`src/design/bilinear_texture_sampler_macros.svh`:
```
// assertion macros shared by the sampler rtl
// no dependencies; included by the files that assert
`ifndef BILINEAR_TEXTURE_SAMPLER_MACROS_SVH
`define BILINEAR_TEXTURE_SAMPLER_MACROS_SVH

// plain property checked every clock outside reset
`define BTS_ASSERT(lbl, clk, rst_n, prop, msg) \
	lbl: assert property (@(posedge clk) disable iff (!rst_n) (prop)) else $error(msg);

// condition in one cycle implies a consequence in the next
`define BTS_ASSERT_NEXT(lbl, clk, rst_n, ante, cons, msg) \
	lbl: assert property (@(posedge clk) disable iff (!rst_n) (ante) |=> (cons)) else $error(msg);

`endif

```
`src/design/bts_pkg.sv`:
```
// shared constants for the bilinear texture sampler
// no dependencies
`default_nettype none
package bts_pkg;
	localparam int DEF_MAX_WIDTH  = 256;
	localparam int DEF_MAX_HEIGHT = 256;
	localparam int QUEUE_DEPTH    = 4;

	localparam int CFG_IDX_W  = 2;
	localparam int CFG_DATA_W = 9;
	localparam logic [CFG_IDX_W-1:0] REG_TEX_WIDTH  = 2'd0;
	localparam logic [CFG_IDX_W-1:0] REG_TEX_HEIGHT = 2'd1;

	localparam logic KIND_WRITE  = 1'b0;
	localparam logic KIND_SAMPLE = 1'b1;

	localparam logic [16:0] COORD_ONE   = 17'h10000;
	localparam logic [8:0]  WEIGHT_ONE  = 9'd256;
	localparam logic [23:0] ROUND_HALF  = 24'h008000;
endpackage
`default_nettype wire

```
`src/design/bts_front.sv`:
```
// front end: config registers, input transfer, coordinate scaling, classification
// uses bts_pkg; feeds bts_queue
`default_nettype none
module bts_front import bts_pkg::*; #(
	parameter int MAX_WIDTH  = DEF_MAX_WIDTH,
	parameter int MAX_HEIGHT = DEF_MAX_HEIGHT,
	parameter int CMD_W      = 8
) (
	input  wire logic                  clk,
	input  wire logic                  arst_n,
	input  wire logic                  cfg_valid,
	output logic                       cfg_ready,
	input  wire logic [CFG_IDX_W-1:0]  cfg_index,
	input  wire logic [CFG_DATA_W-1:0] cfg_data,
	input  wire logic                  in_valid,
	output logic                       in_ready,
	input  wire logic                  kind,
	input  wire logic [16:0]           tex_s,
	input  wire logic [16:0]           tex_t,
	input  wire logic [7:0]            texel_x,
	input  wire logic [7:0]            texel_y,
	input  wire logic [7:0]            red_in,
	input  wire logic [7:0]            green_in,
	input  wire logic [7:0]            blue_in,
	output logic                       q_valid,
	input  wire logic                  q_ready,
	output logic [CMD_W-1:0]           q_data
);
	localparam int XW = $clog2(MAX_WIDTH);
	localparam int YW = $clog2(MAX_HEIGHT);
	localparam logic [CFG_DATA_W-1:0] W_RST = CFG_DATA_W'(MAX_WIDTH > 511 ? 511 : MAX_WIDTH);
	localparam logic [CFG_DATA_W-1:0] H_RST = CFG_DATA_W'(MAX_HEIGHT > 511 ? 511 : MAX_HEIGHT);

	typedef struct packed {
		logic          is_sample;
		logic [XW-1:0] col;
		logic [YW-1:0] row;
		logic          step_x;
		logic          step_y;
		logic [7:0]    fu;
		logic [7:0]    fv;
		logic [23:0]   rgb;
	} cmd_t;

	logic [CFG_DATA_W-1:0] width_q, height_q;
	logic [31:0] wl, hl, w_eff, h_eff, xl, yl;
	logic [XW-1:0] w_m1;
	logic [YW-1:0] h_m1;
	logic [16:0] s_c, t_c, t_inv;
	logic wr_ok, take;

	logic              vld_s1, samp_s1;
	logic [XW+16:0]    u_s1;
	logic [YW+16:0]    v_s1;
	logic [XW-1:0]     wm1_s1, colw_s1, iu;
	logic [YW-1:0]     hm1_s1, roww_s1, iv;
	logic [23:0]       rgb_s1;
	cmd_t              cmd;

	assign cfg_ready = 1'b1;

	always_ff @(posedge clk or negedge arst_n) begin
		if (!arst_n) begin
			width_q  <= W_RST;
			height_q <= H_RST;
		end else if (cfg_valid) begin
			case (cfg_index)
				REG_TEX_WIDTH:  width_q  <= cfg_data;
				REG_TEX_HEIGHT: height_q <= cfg_data;
				default: ;
			endcase
		end
	end

	always_comb begin
		wl = 32'(width_q);
		hl = 32'(height_q);
		w_eff = (wl == 0) ? 32'd1 : ((wl > MAX_WIDTH) ? 32'(MAX_WIDTH) : wl);
		h_eff = (hl == 0) ? 32'd1 : ((hl > MAX_HEIGHT) ? 32'(MAX_HEIGHT) : hl);
		w_m1 = XW'(w_eff - 32'd1);
		h_m1 = YW'(h_eff - 32'd1);
		s_c = (tex_s > COORD_ONE) ? COORD_ONE : tex_s;
		t_c = (tex_t > COORD_ONE) ? COORD_ONE : tex_t;
		t_inv = COORD_ONE - t_c;
		xl = 32'(texel_x);
		yl = 32'(texel_y);
		wr_ok = (xl < MAX_WIDTH) && (yl < MAX_HEIGHT);
	end

	assign in_ready = !vld_s1 || q_ready;
	assign take     = in_valid && in_ready;

	always_ff @(posedge clk or negedge arst_n) begin
		if (!arst_n) begin
			vld_s1 <= 1'b0;
		end else if (in_ready) begin
			// out-of-range writes are taken and dropped here
			vld_s1 <= in_valid && (kind == KIND_SAMPLE || wr_ok);
		end
	end

	always_ff @(posedge clk) begin
		if (take) begin
			samp_s1 <= (kind == KIND_SAMPLE);
			u_s1    <= (XW+17)'(w_m1) * (XW+17)'(s_c);
			v_s1    <= (YW+17)'(h_m1) * (YW+17)'(t_inv);
			wm1_s1  <= w_m1;
			hm1_s1  <= h_m1;
			colw_s1 <= xl[XW-1:0];
			roww_s1 <= yl[YW-1:0];
			rgb_s1  <= {red_in, green_in, blue_in};
		end
	end

	always_comb begin
		iu = u_s1[XW+15:16];
		iv = v_s1[YW+15:16];
		cmd.is_sample = samp_s1;
		cmd.col    = samp_s1 ? iu : colw_s1;
		cmd.row    = samp_s1 ? iv : roww_s1;
		cmd.step_x = (iu < wm1_s1);
		cmd.step_y = (iv < hm1_s1);
		cmd.fu     = u_s1[15:8];
		cmd.fv     = v_s1[15:8];
		cmd.rgb    = rgb_s1;
	end

	assign q_valid = vld_s1;
	assign q_data  = CMD_W'(cmd);
endmodule
`default_nettype wire

```
`config.mk`:
```
export PLATFORM = sky130hd
export DESIGN_NAME = bts_front
export DESIGN_NICKNAME = d
export VERILOG_FILES = /design/src/design/bilinear_texture_sampler_macros.svh /design/src/design/bts_pkg.sv /design/src/design/bts_front.sv
export SDC_FILE = /design/constraint.sdc
export NUM_CORES = 1
export LEC_CHECK = 0
export BUFFER_PORTS_ARGS = -buffer_cell sky130_fd_sc_hd__buf_4
export CAP_MARGIN = 20
export CORE_MARGIN = 2
export CORE_UTILIZATION = 17
export DETAILED_ROUTE_END_ITERATION = 6
export GPL_TIMING_DRIVEN = 0
export PLACE_DENSITY = 0.8
export SLEW_MARGIN = 20
export SYNTH_ARGS = -nofsm -noshare
export SYNTH_HDL_FRONTEND = slang
export SYNTH_SLANG_ARGS = --single-unit
```
`constraint.sdc`:
```
create_clock -name clk -period 1 [get_ports clk]
set_input_delay 0.05 -clock clk [delete_from_list [all_inputs] [get_ports clk]]
set_output_delay 0.05 -clock clk [all_outputs]
set_load 0.1 [all_outputs]
```
==> flow_metrics.tcl <==
set metrics [dict create \
    status "complete, but fails checks" \
    violations "setup timing" \
    grt-ovfl-total 0 \
    p_per_area_nw_per_um2 1590 \
    fp.dieW_um 46.38 \
    cp_max_fo 8 \
    antenna_cells 0 \
    syn_area_um2 305.3 \
    rrSetupSlack_ps -80 \
    critPathCaptureType "flop" \
    vias 237 \
    crit_path_start "q_valid$_DFFE_PN0P_" \
    power_w 0.001025 \
    via_per_inst 3.160 \
    ios 102 \
    cts_buffers 3 \
    grt_pass1_wl_um 834 \
    drv_slew 0 \
    final_cell_mix "buf_4 (22), dlygate4sd3_1 (10), edfxtp_1 (8)" \
    dr.pass1.iters 2 \
    crit_chain "nand2b_4 -> and2_4" \
    p_leak_nw 0.2769 \
    wl_per_cell_um 7.667 \
    num_rows 15 \
    startpoint_type "flop" \
    fin_crit_ps 1085 \
    cts_htree_levels 1 \
    rsz0062_at_grt "yes" \
    synth_fp_nets 105 \
    antenna_found_initial 0 \
    finalWorstSetupSlack_ps -84.86 \
    gp_congestion 0.5769 \
    ys_types 7 \
    cts_tree "yes" \
    fp.dieArea_um2 2151 \
    start_util 0.1788 \
    setup.worst_path.end "rgb_s1[4]$_DFFE_PP_" \
    max-cap-violations 0 \
    area_growth_syn_to_layout_pct 111.1 \
    drive_above_1_share 0.5800 \
    clk_path_buf_depth 2 \
    path_clk_slew_ps 60 \
    cp.required_ps 960 \
    layout_commonest_cell "buf_4" \
    syn_avg_cell_area_um2 21.81 \
    worst-setup-path-type "flop to flop" \
    ys_seq_elements 9 \
    critPathMaxStageDelay_ps 490 \
    cp_data_arrival_time_ps 1040 \
    ys_warn_count 0 \
    clock_skew_ps 4.254 \
    dieHeight_um 46.38 \
    tns_ps -749.7 \
    routed_wl_um 575 \
    r2r_end "rgb_s1[4]$_DFFE_PP_" \
    portBuffers 21 \
    hold_violations 0 \
    core_area_um2 1708 \
    ir_drop_mv 0.5774 \
    num-fill-cells 166 \
    r2r_start "q_valid$_DFFE_PN0P_" \
    root_buffer "clkbuf_4" \
    reg2reg_depth 2 \
    ys_seq_area_frac 0.8689 \
    clock.fmax_mhz 921.8 \
    drt_first_iter_violations 2 \
    track_usage 0.06063 \
    ant_nets 0 \
    setup_violations 10 \
    cp_slowest_cell "dfrtp_4" \
    layout.nets 142 \
    drc 0 \
    period_share 1.085 \
    layout.cells.non_filler 75 \
    min_path_type "primary input to async pin" \
    syn-instance-count 14 \
    grt_pass1_vias 210 \
    cts_sinks 9 \
    grt_max_degree 9 \
    dp.cells 60 \
    clk_latency_ps 250 \
]
==> metrics by stage <==
stage | worst slack [ps] | hold WS, ps | util | cell area, µm²
3_3_place_gp | -44.55 | -173.1 | 0.2916 | 498.0
2_1_floorplan | -478.3 | -245.6 | - | 309.0
6_report | -84.86 | 106.7 | 0.3773 | 644.4
4_1_cts | -86.15 | 77.60 | 0.3729 | 636.9
5_1_grt | -105.8 | 100.2 | 0.3773 | 644.4
3_5_place_dp | -56.56 | -172.3 | 0.2916 | 498.0
==> what timing repair did <==
action                                  CTS  global route
pin swaps                                 1             1
hold endpoints to repair                 10             0
endpoints found under the setup margin   10            10
hold buffers                             10             0
buffers inserted                          0             1
resized for setup                         3             0
gates cloned                              0             0
==> cells in the mapped netlist <==
master | count | share of area
edfxtp_1 | 8 | 0.79
and2_4 | 1 | 0.029
buf_4 | 1 | 0.025
conb_1 | 1 | 0.012
dfrtp_1 | 1 | 0.082
nand2b_1 | 1 | 0.021
nand2b_4 | 1 | 0.045
==> final cells by class <==
type                            count  area, µm²  share of cell area
Clock buffer                        4      26.28             0.04078
Buffer                              1      7.507             0.01165
Multi-Input combinational cell      4      32.53             0.05049
Sequential cell                     9      269.0              0.4175
Tap cell                           25      31.28             0.04854
Timing Repair Buffer               32      277.8              0.4311
==> critical path, delay by kind of cell (launching register included) <==
family	cells	cell delay [ps]
flip-flops	1	490
AND/OR/NAND/NOR	2	300
==> flip-flops by register name, summed over array words and instances, names as in the netlist <==
name / cells
rgb_s1: 8
q_valid: 1
==> routing by layer <==
| metal | global-route usage | routed length (µm) | vias up |
|---|---|---|---|
| met1 | 0.06068 | 214 | 104 |
| met4 | 0.05143 | 0 | 0 |
| met2 | 0.08611 | 299 | 12 |
| li1 | - | - | 121 |
| met3 | 0.03922 | 61 | 0 |
| met5 | 0 | 0 | - |
==> cells by family (layout without fill, tap and decap cells) <==
kind of cell,count (synthesis),in the layout,share of synthesized area
buf+inv,1,37,0.02460
other cells,1,1,0.01228
flops,9,9,0.8688
simple gates,3,3,0.09427
==> worst min path at each step <==
| stage | to | startpoint | cells past startpoint |
|---|---|---|---|
| floorplan | q_valid$_DFFE_PN0P_ | arst_n | 0 |
| global placement | q_valid$_DFFE_PN0P_ | arst_n | 1 |
| detailed placement | q_valid$_DFFE_PN0P_ | arst_n | 1 |
| CTS | q_valid$_DFFE_PN0P_ | q_ready | 3 |
| global route | q_valid$_DFFE_PN0P_ | arst_n | 2 |
| finish | q_valid$_DFFE_PN0P_ | arst_n | 2 |
==> where the power goes <==
group / leakage (nW) / total (W) / internal, W / switching (W)
registers: 0.0864 / 0.000444 / 0.000437 / 0.00000743
logic: 0.175 / 0.000316 / 0.000101 / 0.000215
clock network: 0.0150 / 0.000264 / 0.000153 / 0.000111
Note: power is estimated with default switching activity, not from simulation.
