$ cat src/design/bilinear_texture_sampler_macros.svh
// assertion macros shared by the sampler rtl
// no dependencies; included by the files that assert
`ifndef BILINEAR_TEXTURE_SAMPLER_MACROS_SVH
`define BILINEAR_TEXTURE_SAMPLER_MACROS_SVH

// plain property checked every clock outside reset
`define BTS_ASSERT(lbl, clk, rst_n, prop, msg) \
	lbl: assert property (@(posedge clk) disable iff (!rst_n) (prop)) else $error(msg);

// condition in one cycle implies a consequence in the next
`define BTS_ASSERT_NEXT(lbl, clk, rst_n, ante, cons, msg) \
	lbl: assert property (@(posedge clk) disable iff (!rst_n) (ante) |=> (cons)) else $error(msg);

`endif

$ cat src/design/bts_pkg.sv
// shared constants for the bilinear texture sampler
// no dependencies
`default_nettype none
package bts_pkg;
	localparam int DEF_MAX_WIDTH  = 256;
	localparam int DEF_MAX_HEIGHT = 256;
	localparam int QUEUE_DEPTH    = 4;

	localparam int CFG_IDX_W  = 2;
	localparam int CFG_DATA_W = 9;
	localparam logic [CFG_IDX_W-1:0] REG_TEX_WIDTH  = 2'd0;
	localparam logic [CFG_IDX_W-1:0] REG_TEX_HEIGHT = 2'd1;

	localparam logic KIND_WRITE  = 1'b0;
	localparam logic KIND_SAMPLE = 1'b1;

	localparam logic [16:0] COORD_ONE   = 17'h10000;
	localparam logic [8:0]  WEIGHT_ONE  = 9'd256;
	localparam logic [23:0] ROUND_HALF  = 24'h008000;
endpackage
`default_nettype wire

$ cat src/design/bts_queue.sv
// small first-in first-out queue between the front and back ends
// uses bts_pkg and the sampler assertion macros
`default_nettype none
`include "bilinear_texture_sampler_macros.svh"
module bts_queue import bts_pkg::*; #(
	parameter int W = 8
) (
	input  wire logic         clk,
	input  wire logic         arst_n,
	input  wire logic         push_valid,
	output logic              push_ready,
	input  wire logic [W-1:0] push_data,
	output logic              pop_valid,
	input  wire logic         pop_ready,
	output logic [W-1:0]      pop_data
);
	localparam int PW = $clog2(QUEUE_DEPTH);
	localparam int CW = $clog2(QUEUE_DEPTH + 1);
	localparam logic [CW-1:0] FULL_CNT = CW'(QUEUE_DEPTH);

	logic [W-1:0]  slot_q [QUEUE_DEPTH];
	logic [PW-1:0] wr_ptr_q, rd_ptr_q;
	logic [CW-1:0] cnt_q;
	logic          push_fire, pop_fire;

	assign push_ready = (cnt_q != FULL_CNT);
	assign pop_valid  = (cnt_q != '0);
	assign pop_data   = slot_q[rd_ptr_q];
	assign push_fire  = push_valid && push_ready;
	assign pop_fire   = pop_valid && pop_ready;

	always_ff @(posedge clk) begin
		if (push_fire) begin
			slot_q[wr_ptr_q] <= push_data;
		end
	end

	always_ff @(posedge clk or negedge arst_n) begin
		if (!arst_n) begin
			wr_ptr_q <= '0;
			rd_ptr_q <= '0;
			cnt_q    <= '0;
		end else begin
			if (push_fire) wr_ptr_q <= wr_ptr_q + 1'b1;
			if (pop_fire)  rd_ptr_q <= rd_ptr_q + 1'b1;
			if (push_fire && !pop_fire) cnt_q <= cnt_q + 1'b1;
			else if (pop_fire && !push_fire) cnt_q <= cnt_q - 1'b1;
		end
	end

	`BTS_ASSERT(a_cnt_bound, clk, arst_n, cnt_q <= FULL_CNT, "queue count above depth")
	`BTS_ASSERT_NEXT(a_cnt_inc, clk, arst_n, push_fire && !pop_fire, cnt_q == $past(cnt_q) + 1'b1, "queue count did not grow on push")
	`BTS_ASSERT_NEXT(a_drain, clk, arst_n, pop_fire && !push_fire && cnt_q == CW'(1), !pop_valid, "queue not empty after last pop")
endmodule
`default_nettype wire

$ cat config.mk
export PLATFORM = sky130hd
export DESIGN_NAME = bts_queue
export DESIGN_NICKNAME = d
export VERILOG_FILES = /design/src/design/bts_pkg.sv /design/src/design/bts_queue.sv
export VERILOG_INCLUDE_DIRS = /design/src /design/src/design
export SDC_FILE = /design/constraint.sdc
export NUM_CORES = 1
export LEC_CHECK = 0
export BUFFER_PORTS_ARGS = -buffer_cell sky130_fd_sc_hd__buf_2
export CAP_MARGIN = 20
export CORE_MARGIN = 10
export CORE_UTILIZATION = 39
export CTS_CLUSTER_SIZE = 16
export DETAILED_ROUTE_END_ITERATION = 7
export PLACE_DENSITY = 0.58
export SETUP_SLACK_MARGIN = 0.15
export SLEW_MARGIN = 20
export SYNTH_ARGS = -nofsm -noshare
export SYNTH_HDL_FRONTEND = slang
export SYNTH_SLANG_ARGS = --single-unit
$ cat constraint.sdc
create_clock -name clk -period 5.5 [get_ports clk]
set_input_delay 0.55 -clock clk [delete_from_list [all_inputs] [get_ports clk]]
set_output_delay 0.55 -clock clk [all_outputs]
set_load 0.05 [all_outputs]
==> metrics.txt, run 1 <==
multi-input logic area=424 um2; layout cells sized above 1=about two fifths; H-tree Lvls=2; DIE AREA=roughly 7000 um2; synth-to-layout area growth=16.6%; critical path class=flop to output pin; Iteration-0 DRC Markers=33; Max IR drop VDD=~0.25 mV; clk buf depth=2; fin crit period=2.38 ns; CP Launch Type=flop; # port buffers=21; hpwl dp=1.79 mm; most common cell after layout, fill and taps aside=edfxtp_1; RSZ-0062 raised after global routing=false; antenna violations before repair=0; Peak Freq=approximately 420 MHz; post-DR wirelength/cell=between 15 and 20 um; status=finished, final reports clean; post_cts resized=0; Worst-path clk slew=around 0.07 ns; Hold Buf Count CTS=0; Max Clock Skew=0.00313 ns; All-Layer GR Usage=under 10%; GR Overflow Total=0; Final Cycle Share=43.4%; placer congestion estimate=~0.61; CTS tree=built; fill cell count=roughly 360; hold crit path type=input port to async pin; r2r startpoint=cnt_q[0]$_DFFE_PN0P_; post-synthesis sequential area ratio=71.7%; Mapped Area=approximately 1600 um2; vias in the first global route=roughly 820; syn nets=95; # Post-CTS Setup Buffers=0; Tot Pwr=approximately 1.1 mW; Critical Path RT=slightly below 5 ns; Core Util, Final=a little under half; crit path from=rd_ptr_q[0]$_DFFE_PN0P_; post-route setup TNS=0 ns; Synth Instances=77; Synth warnings=0; io pins=22; Final Hold Viols=0; synthesized area per cell=slightly above 20 um2; Reg area=around 1100 um2; Initial Util=between 30% and 40%; Slew Viols, Final=0; Clock Root Buffer=clkbuf_8; via count=between 700 and 800; cell depth of the worst flop-to-flop path=8; CP endpoint kind=output pin; cts bufs inserted=5; residual DRC count=0; final count of negative-setup-slack endpoints=0; FP Rows=23; hold slack=about 0.08 ns; die height=around 84 um; Die Wd=83.7 um; Via density=between 4 and 5; DRT Pass-1 Iters=4; leak pwr=around 0.68 nW; worst skew pair latency=roughly 0.29 ns; first-pass GRT wire length=4.19 mm; Slew headroom=around 59%; pwr dens=a little over 600 nW/um2; worst-margin pin slew=around 0.6 ns; synth unique cells=20; Worst Path Arrival=roughly 1.8 ns; core area=a little under 4000 um2; clock sinks=39; nets=121; crit-path max FO=10; largest net degree at the start of global routing=13; most frequent cells in the layout=32 x edfxtp_1, 21 x buf_2, 8 x mux4_2, 7 x dfrtp_1; antenna-violating nets left=0; ant diodes=0; Max-cap violations=0; final wirelength=between 2 and 3 mm; Yosys reg bits=39
[worst max-delay path, cell delays in order (launching register included)]
cell and delay (ns):
dfrtp_1 0.74, mux4_2 0.58, buf_2 0.23
[synth_stat cells, drive strengths merged]
master / instances / area share [%]
ha: 5 / 3.9
mux4: 8 / 11
nand3: 1 / 0.63
edfxtp: 32 / 61
and2: 4 / 1.6
xor2: 2 / 1.1
clkbuf: 1 / 0.32
mux2: 2 / 1.7
fa: 1 / 1.3
dfrtp: 7 / 11
or3: 1 / 0.71
nor2: 2 / 0.63
nand2: 2 / 0.95
a21boi: 1 / 0.71
buf: 1 / 0.47
xnor2: 4 / 2.2
inv: 3 / 0.71
[logic make-up after synthesis]
group	count (synthesis)	share of synthesized area, %
buf+inv	5	1.50
compound gates	1	0.711
fa+ha+maj	6	5.21
flops	39	71.7
mux	10	13.0
xor+xnor	6	3.32
simple gates	10	4.50
[state kept, by name, indices dropped and copies added (netlist names)]
| signal | count |
|---|---|
| cnt_q | 3 |
| slot_q | 32 |
| wr_ptr_q | 2 |
| rd_ptr_q | 2 |
[stage by stage]
step | std cells | area (um2) | worst slack, ns
2_1_floorplan | 77 | 1580 | 3.45
3_3_place_gp | 146 | 1740 | 3.40
3_5_place_dp | 146 | 1740 | 3.37
4_1_cts | 154 | 1850 | 3.05
5_1_grt | 154 | 1850 | 2.98
6_report | 154 | 1850 | 3.12
[final timing paths]
check                                         end  slack (ns)
max                                   pop_data[4]        3.12
min                          cnt_q[2]$_DFFE_PN0P_        0.08
max reg2reg                  cnt_q[2]$_DFFE_PN0P_        3.44
min reg2reg                  cnt_q[2]$_DFFE_PN0P_        0.55
max in group asynchronous    cnt_q[0]$_DFFE_PN0P_        5.26
min in group clk           slot_q[1][7]$_DFFE_PP_        0.47
[routing by layer]
| metal | share of wire [%] | vias up | GRT usage, % | wire, um |
|---|---|---|---|---|
| met3 | 6.2 | 6 | 4.30 | 161 |
| li1 | - | 342 | - | - |
| met1 | 39 | 362 | 8.30 | 1010 |
| met2 | 54 | 17 | 12.8 | 1400 |
| met5 | 0 | - | 0 | 0 |
| met4 | 1.5 | 0 | 3.20 | 40 |
[cell type report]
cell class,count,area share (%)
clock buffers,5,3.73
flip-flops and latches,39,61.5
well taps,50,3.39
repair buffers,21,5.69
clock inverters,3,2.10
inverters,3,0.610
multi-input cells,33,23.0
[power by group]
group          internal, mW  switching (mW)
Combinational         0.157           0.270
Sequential            0.401          0.0692
Clock                 0.133          0.0957
Total                 0.690           0.435
Power figures use the tool's default switching activity.
==> run 2, diff against run 1 <==
Settings changed: ABC_AREA set to 1, PLACE_DENSITY 0.58 to 0.57.
Clock period 5.5 ns to 2.4 ns, I/O delays scaled along.
==> run 2 against run 1 <==
Net effect: synthesized area up 9.3%; sequential cell count unchanged; sequential power up 120%; routed wire length up 21%; die area up 7.1%; global-route usage up 1.3 points; critical endpoint is now cnt_q[1]$_DFFE_PN0P_; utilization down 0.64 points; count of clock-buffer cells in the layout up 1; hold slack better by 0.074 ns; largest cell class unchanged; combinational power rose to 2.9 times the previous value; clock skew up 0.0013 ns; cell area up 7.4%.
==> metrics.txt, run 2 <==
status=finished, final reports clean (unchanged); post-synthesis mux area share=0% (was 13.0%); Critical Path RT=2.57 ns (was 4.95 ns); Psw=1.24 mW (was 0.435 mW); Core Util, Final=45.9% (was 46.5%); Slew headroom=66.6% (was 59.0%); H-tree Lvls=2 (unchanged); nets=199 (was 121); die height=86.6 um (was 83.7 um); RSZ-0062 raised after global routing=false (unchanged); Slew Viols, Final=0 (unchanged); largest net degree at the start of global routing=34 (was 13); via count=1,114 (was 727); top-count cell post-synth=nand2_1 (was edfxtp_1); cts bufs inserted=5 (unchanged); vias in the first global route=1,175 (was 817); DIE AREA=7510 um2 (was 7010 um2); Initial Util=40.0% (was 39.9%); Mapped Area=1730 um2 (was 1580 um2); post-DR wirelength/cell=13.5 um (was 16.9 um); io pins=22 (unchanged); pwr dens=1350 nW/um2 (was 610 nW/um2); Synth Instances=152 (was 77); antenna violations before repair=0 (unchanged); synth unique cells=17 (was 20); Die Wd=86.6 um (was 83.7 um); post-route setup TNS=0 ns (unchanged); Flop pwr share=37.9% (was 41.7%); CTS tree=built (unchanged); post_cts resized=0 (unchanged); CP Launch Type=flop (unchanged); post-synth top area share=55.5% (was 60.7%); CP endpoint kind=flop (was output pin); Net Sw Frac=46.3% (was 38.7%); most frequent cells after synthesis=41 x nand2_1, 32 x edfxtp_1, 30 x inv_1 (was 32 x edfxtp_1, 8 x mux4_2, 7 x dfrtp_1); residual DRC count=0 (unchanged); Synth Area in Compound Gates=7.23% (was 0.711%); P_int=1.44 mW (was 0.690 mW); synth-to-layout area growth=14.5% (was 16.6%); Yosys reg bits=39 (unchanged); Worst Path Arrival=2.08 ns (was 1.83 ns); syn nets=170 (was 95); Final Hold Viols=0 (unchanged); wire length on met1=1.24 mm (was 1.01 mm); WL met2=1.64 mm (was 1.40 mm); clk buf depth=2 (unchanged); synthesized area per cell=11.4 um2 (was 20.6 um2); Max Clock Skew=0.00445 ns (was 0.00313 ns); worst-margin pin slew=0.500 ns (was 0.615 ns); post-synthesis sequential area ratio=65.6% (was 71.7%); layout cells sized above 1=19.2% (was 41.3%); flop2flop setup slack=0.49 ns (was 3.44 ns); cell depth of the worst flop-to-flop path=9 (was 8); placer congestion estimate=0.797 (was 0.613); antenna-violating nets left=0 (unchanged); final count of negative-setup-slack endpoints=0 (unchanged); ant diodes=0 (unchanged); Peak Freq=roughly 520 MHz; hpwl dp=2.25 mm (was 1.79 mm); max reg flops=32 (unchanged); Post-synth top flop=edfxtp_1 (unchanged); met3 wire length=218 um (was 161 um); worst skew pair latency=0.29 ns (about the same); post-synthesis adder-cell area fraction=4.77% (was 5.21%); clock sinks=39 (unchanged); critical path class=flop to flop (was flop to output pin); most common cell after layout, fill and taps aside=nand2_1 (was edfxtp_1); Comb power frac=46.2% (was 38.0%); All-Layer GR Usage=9.19% (was 7.87%); Synth warnings=0 (unchanged); final wirelength=3.15 mm (was 2.61 mm); DR top layer=met4 (unchanged); Via density=4.76 (was 4.72); leak pwr=0.887 nW (was 0.683 nW); fin crit period=between 1.5 and 2 ns; first-pass GRT wire length=5.31 mm (was 4.19 mm); Min-Delay Path Depth=1; hold crit path type=input port to flop (was input port to async pin); DRT Pass-1 Iters=4 (unchanged); crit-path max FO=7 (was 10); # port buffers=21 (unchanged); cell taking the most area after synthesis=edfxtp_1 (unchanged); Max IR drop VDD=0.465 mV (was 0.252 mV); Synth area leaders=edfxtp_1 55%, dfrtp_1 10%, nand2_1 8.9%, o211ai_1 6.9%, inv_1 6.5% (was edfxtp_1 61%, mux4_2 11%, dfrtp_1 11%, ha_1 3.9%, xnor2_1 2.2%); largest family of logic cells by synthesized area=simple AND/OR/NAND/NOR gates (was multiplexers); Clock power frac=15.9% (was 20.3%); core area=4320 um2 (was 3970 um2); top flop regs=slot_q x32, cnt_q x3 (unchanged); Async SR Flop Fraction=17.9% (unchanged); Final Cycle Share=between 70% and 80%; Max-cap violations=0 (unchanged); Worst-path clk slew=0.07 ns (about the same); GR Overflow Total=0 (unchanged); Clock Root Buffer=clkbuf_8 (unchanged); XOR/XNOR Fraction of Synth Area=0.506% (was 3.32%); Iteration-0 DRC Markers=34 (was 33); fill cell count=406 (was 356); post-synthesis simple-gate area fraction=12.4% (was 4.50%); most frequent cells in the layout=41 x nand2_1, 32 x edfxtp_1, 30 x inv_1, 21 x buf_2, 16 x o211ai_1 (was 32 x edfxtp_1, 21 x buf_2, 8 x mux4_2, 7 x dfrtp_1); EDFF count, synth=32 (unchanged); FP Rows=24 (was 23); Largest Register=slot_q (unchanged)
-- run 2: path summary, 6_finish.rpt --
check	startpoint	endpoint
setup / recovery	cnt_q[0]$_DFFE_PN0P_	cnt_q[1]$_DFFE_PN0P_
hold / removal	push_data[4]	slot_q[2][4]$_DFFE_PP_
setup reg to reg	cnt_q[0]$_DFFE_PN0P_	cnt_q[1]$_DFFE_PN0P_
hold reg to reg	cnt_q[2]$_DFFE_PN0P_	cnt_q[2]$_DFFE_PN0P_
max in group asynchronous	arst_n	cnt_q[2]$_DFFE_PN0P_
min in group asynchronous	arst_n	cnt_q[0]$_DFFE_PN0P_
-- run 2: cell type report --
class                           count  area (um2)  share of cell area, %
Tap cell                           52        65.1                   3.28
Inverter                           32         120                   6.06
Timing Repair Buffer               26         145                   7.32
Multi-Input combinational cell     77         432                   21.8
Sequential cell                    39        1140                   57.3
Clock inverter                      2        12.5                  0.631
Clock buffer                        6        72.6                   3.66
-- run 2: power by group through the flow --
stage	registers [mW]	logic (mW)	clock network, mW
floorplan	0.984	1.03	0
global placement	1.02	1.22	0
detailed placement	1.03	1.26	0
CTS	1.01	1.27	0.432
global route	1.04	1.39	0.469
finish	1.02	1.24	0.426
-- run 2: repair_timing --
action | 4_1_cts | 5_1_grt
hold buffers | 1 | 0
buffers inserted | 0 | 0
hold endpoints to repair | 7 | 0
-- run 2: cell families (layout without fill, tap and decap cells) --
logic type,count (synthesis),count (layout)
DFF,39,39
and+or+nand+nor,53,53
AOI/OAI and AO/OA,17,17
adders and majority gates,6,6
xor gates and xnor gates,1,1
buffers and inverters,36,66
-- run 2: critical path, cell delays in order, from the launching register on --
cell and delay (ns):
dfrtp_1 0.43, inv_1 0.11, nand3_2 0.10, nand2_1 0.21, inv_1 0.07, ha_1 0.21, inv_1 0.09, fa_1 0.41
nand2_1 0.08, o21ai_0 0.09
-- run 2: metrics by stage --
step / area (um2) / setup slack (ns) / instances / total power, mW / hold slack [ns]
3_5_place_dp: 1890 / 0.497 / 225 / 2.29 / 0.0867
4_1_cts: 1980 / 0.483 / 234 / 2.71 / 0.148
3_3_place_gp: 1890 / 0.620 / 225 / 2.24 / 0.0851
2_1_floorplan: 1730 / 0.261 / 152 / 2.01 / -0.0556
5_1_grt: 1980 / 0.343 / 234 / 2.89 / 0.149
6_report: 1980 / 0.485 / 234 / 2.68 / 0.156
-- run 2: layer usage --
| metal | vias to the layer above | global-route usage, % |
|---|---|---|
| met5 | - | 0 |
| met4 | 0 | 3.83 |
| met3 | 5 | 4.22 |
| met2 | 26 | 15.9 |
| met1 | 524 | 9.32 |
| li1 | 559 | - |
==> run 3, diff against run 2 <==
Settings changed: PLACE_DENSITY 0.57 to 0.6.
Clock period 2.4 ns to 1.7 ns, I/O delays scaled along.
==> run 3 against run 2 <==
Net effect: cell count grew 6.8%; power grew 83%; critical path depth grew 1; non-clock buffer count grew 16; sequential share of layout area shrank 9.1 points; fmax grew 17%; cell area grew 19%; global-route usage grew 0.35 points; die area is the same; critical path type unchanged; critical endpoint is now cnt_q[2]$_DFFE_PN0P_.
==> metrics.txt, run 3 (same netlist as run 2, synthesis figures left out) <==
WP depth=10 (was 9); Peak Freq=609 MHz (was 522 MHz); vias in the first global route=1,138 (was 1,175); critical path's top delay family=adder cells (unchanged); Worst-path clk slew=0.07 ns (about the same); fin crit period=1.64 ns (was 1.91 ns); crit-path max FO=3 (was 7); Iteration-0 DRC Markers=21 (was 34); Largest Register=slot_q (unchanged); leak pwr=1.04 nW (was 0.887 nW); CP Launch Type=flop (unchanged); fill cell count=376 (was 406); via count=1,191 (was 1,114); final count of negative-setup-slack endpoints=0 (unchanged); Clock Root Buffer=clkbuf_8 (unchanged); synth-to-layout area growth=36.3% (was 14.5%); antenna violations before repair=0 (unchanged); status=finished, final reports clean (unchanged); critical path class=flop to flop (unchanged); crit path from=cnt_q[1]$_DFFE_PN0P_ (was cnt_q[0]$_DFFE_PN0P_); H-tree Lvls=2 (unchanged); Initial Util=40.0% (unchanged); Die Wd=86.6 um (unchanged); post-route setup TNS=0 ns (unchanged); GR Overflow Total=0 (unchanged); clk buf depth=2 (unchanged); Comb power frac=52.3% (was 46.2%); All-Layer GR Usage=9.53% (was 9.19%); cell mode on critical path=inv_2 (was inv_1); Core Util, Final=54.6% (was 45.9%); hold crit path type=input port to flop (unchanged); hold slack=0.0859 ns (was 0.156 ns); first-pass GRT wire length=5.44 mm (was 5.31 mm); final wirelength=3.65 mm (was 3.15 mm); placed cell count=229 (was 225); nets=215 (was 199); Max Clock Skew=0.00480 ns (was 0.00445 ns); CTS tree=built (unchanged); Max IR drop VDD=0.727 mV (was 0.465 mV); placer congestion estimate=0.710 (was 0.797); Final Hold Viols=0 (unchanged); largest net degree at the start of global routing=18 (was 34); pre-CTS setup slack=-0.0137 ns (was 0.497 ns); Critical Path RT=1.88 ns (was 2.57 ns); ant diodes=0 (unchanged); P_int=2.91 mW (was 1.44 mW); Slew Viols, Final=0 (unchanged); RSZ-0062 raised after global routing=true (was false); Worst Path Arrival=1.82 ns (was 2.08 ns); worst setup margin=0.0570 ns (was 0.485 ns); r2r startpoint=cnt_q[1]$_DFFE_PN0P_ (was cnt_q[0]$_DFFE_PN0P_); max incr delay on CP=0.41 ns (was 0.43 ns); layout cells sized above 1=37.9% (was 19.2%); DIE AREA=7510 um2 (unchanged); HP Start=push_data[7] (was push_data[4]); Final Cycle Share=96.6% (was 79.8%); max reg flops=32 (unchanged); Flop pwr share=29.3% (was 37.9%); io pins=22 (unchanged); Clock power frac=18.4% (was 15.9%); crit path cell chain=inv_2 > nand3_4 > nand2_4 > ha_4 > inv_4 > fa_2 > inv_2 > nand2_2 > nand4_1 > nand2_1 (was inv_1 > nand3_2 > nand2_1 > inv_1 > ha_1 > inv_1 > fa_1 > nand2_1 > o21ai_0); top flop regs=slot_q x32, cnt_q x3 (unchanged); Design Area, Final=2360 um2 (was 1980 um2); worst-margin pin slew=0.239 ns (was 0.500 ns); pwr dens=2080 nW/um2 (was 1350 nW/um2); Min-Delay Path Depth=1 (unchanged); DRT Pass-1 Iters=3 (was 4); residual DRC count=0 (unchanged); Slew headroom=84.1% (was 66.6%); die height=86.6 um (unchanged); cell depth of the worst flop-to-flop path=10 (was 9); Critical path buffers and inverters=3 (unchanged); CP endpoint kind=flop (unchanged); post-DR wirelength/cell=14.6 um (was 13.5 um); hpwl dp=2.36 mm (was 2.25 mm); antenna-violating nets left=0 (unchanged); worst skew pair latency=0.29 ns (about the same); clock sinks=39 (unchanged); cts bufs inserted=5 (unchanged); Tot Pwr=4.90 mW (was 2.68 mW); Psw=2.00 mW (was 1.24 mW); CP max-delay cell=dfrtp_1 (unchanged); most frequent cells in the layout=32 x edfxtp_1, 28 x nand2_1, 24 x inv_1, 16 x o211ai_1, 16 x buf_4 (was 41 x nand2_1, 32 x edfxtp_1, 30 x inv_1, 21 x buf_2, 16 x o211ai_1); most common cell after layout, fill and taps aside=edfxtp_1 (was nand2_1); FP Rows=24 (unchanged); Net Sw Frac=40.7% (was 46.3%); core area=4320 um2 (unchanged); Max-cap violations=0 (unchanged); Finished Layout Cells=250 (was 234); Via density=4.76 (about the same); # port buffers=21 (unchanged); Placement Cell Area=1970 um2 (was 1890 um2); flop2flop setup slack=0.06 ns (was 0.49 ns)
## run 3: cell count changes in the layout (fill, tap and decap cells not counted), moves of 3 or more
cell	delta
nand2_1	-13
buf_4	+12
nand2_2	+11
buf_2	-10
buf_6	+10
inv_1	-6
inv_2	+3
inv_4	+3
## run 3: worst register-to-register path: cells and delay by family, from the launching register on
kind	cells	cell delay [ns]
adders and majority gates	2	0.53
DFF	1	0.41
and+or+nand+nor	5	0.38
buffers and inverters	3	0.23
## run 3: what timing repair did
| action | in CTS | in global routing |
|---|---|---|
| hold buffers | 1 | 0 |
| endpoints found under the hold margin | 7 | 0 |
| cloned | 0 | 2 |
| setup buffers | 5 | 5 |
| setup endpoints to repair | 10 | 10 |
| resized for setup | 18 | 27 |
| pin swaps | 7 | 10 |
## run 3: power by group through the flow
stage / logic [mW] / clock network, mW / registers, mW
2_1_floorplan: 1.53 / 0 / 1.40
3_3_place_gp: 1.87 / 0 / 1.44
3_5_place_dp: 1.94 / 0 / 1.45
4_1_cts: 2.16 / 0.913 / 1.44
5_1_grt: 2.77 / 0.952 / 1.47
6_report: 2.56 / 0.902 / 1.44
## run 3: per-layer routing
layer  vias up  share of wire [%]  GRT usage [%]
met3         7                5.2           4.60
met4         0                1.9           3.53
met5         -                  0              0
met1       575                 38           9.36
li1        590                  -              -
met2        19                 55           16.9
## run 3: area by class of cell
cell class / instances / area (um2) / share of cell area [%]
well taps: 52 / 65.1 / 2.76
repair buffers: 42 / 383 / 16.2
inverters: 32 / 128 / 5.41
multi-input cells: 77 / 514 / 21.8
flip-flops and latches: 39 / 1140 / 48.2
clock inverters: 2 / 60.1 / 2.55
clock buffers: 6 / 72.6 / 3.08
## run 3: final timing paths
kind	to
max	cnt_q[2]$_DFFE_PN0P_
min	slot_q[2][7]$_DFFE_PP_
max reg2reg	cnt_q[2]$_DFFE_PN0P_
min reg2reg	wr_ptr_q[0]$_DFFE_PN0P_
max in group asynchronous	rd_ptr_q[1]$_DFFE_PN0P_
min in group asynchronous	rd_ptr_q[1]$_DFFE_PN0P_
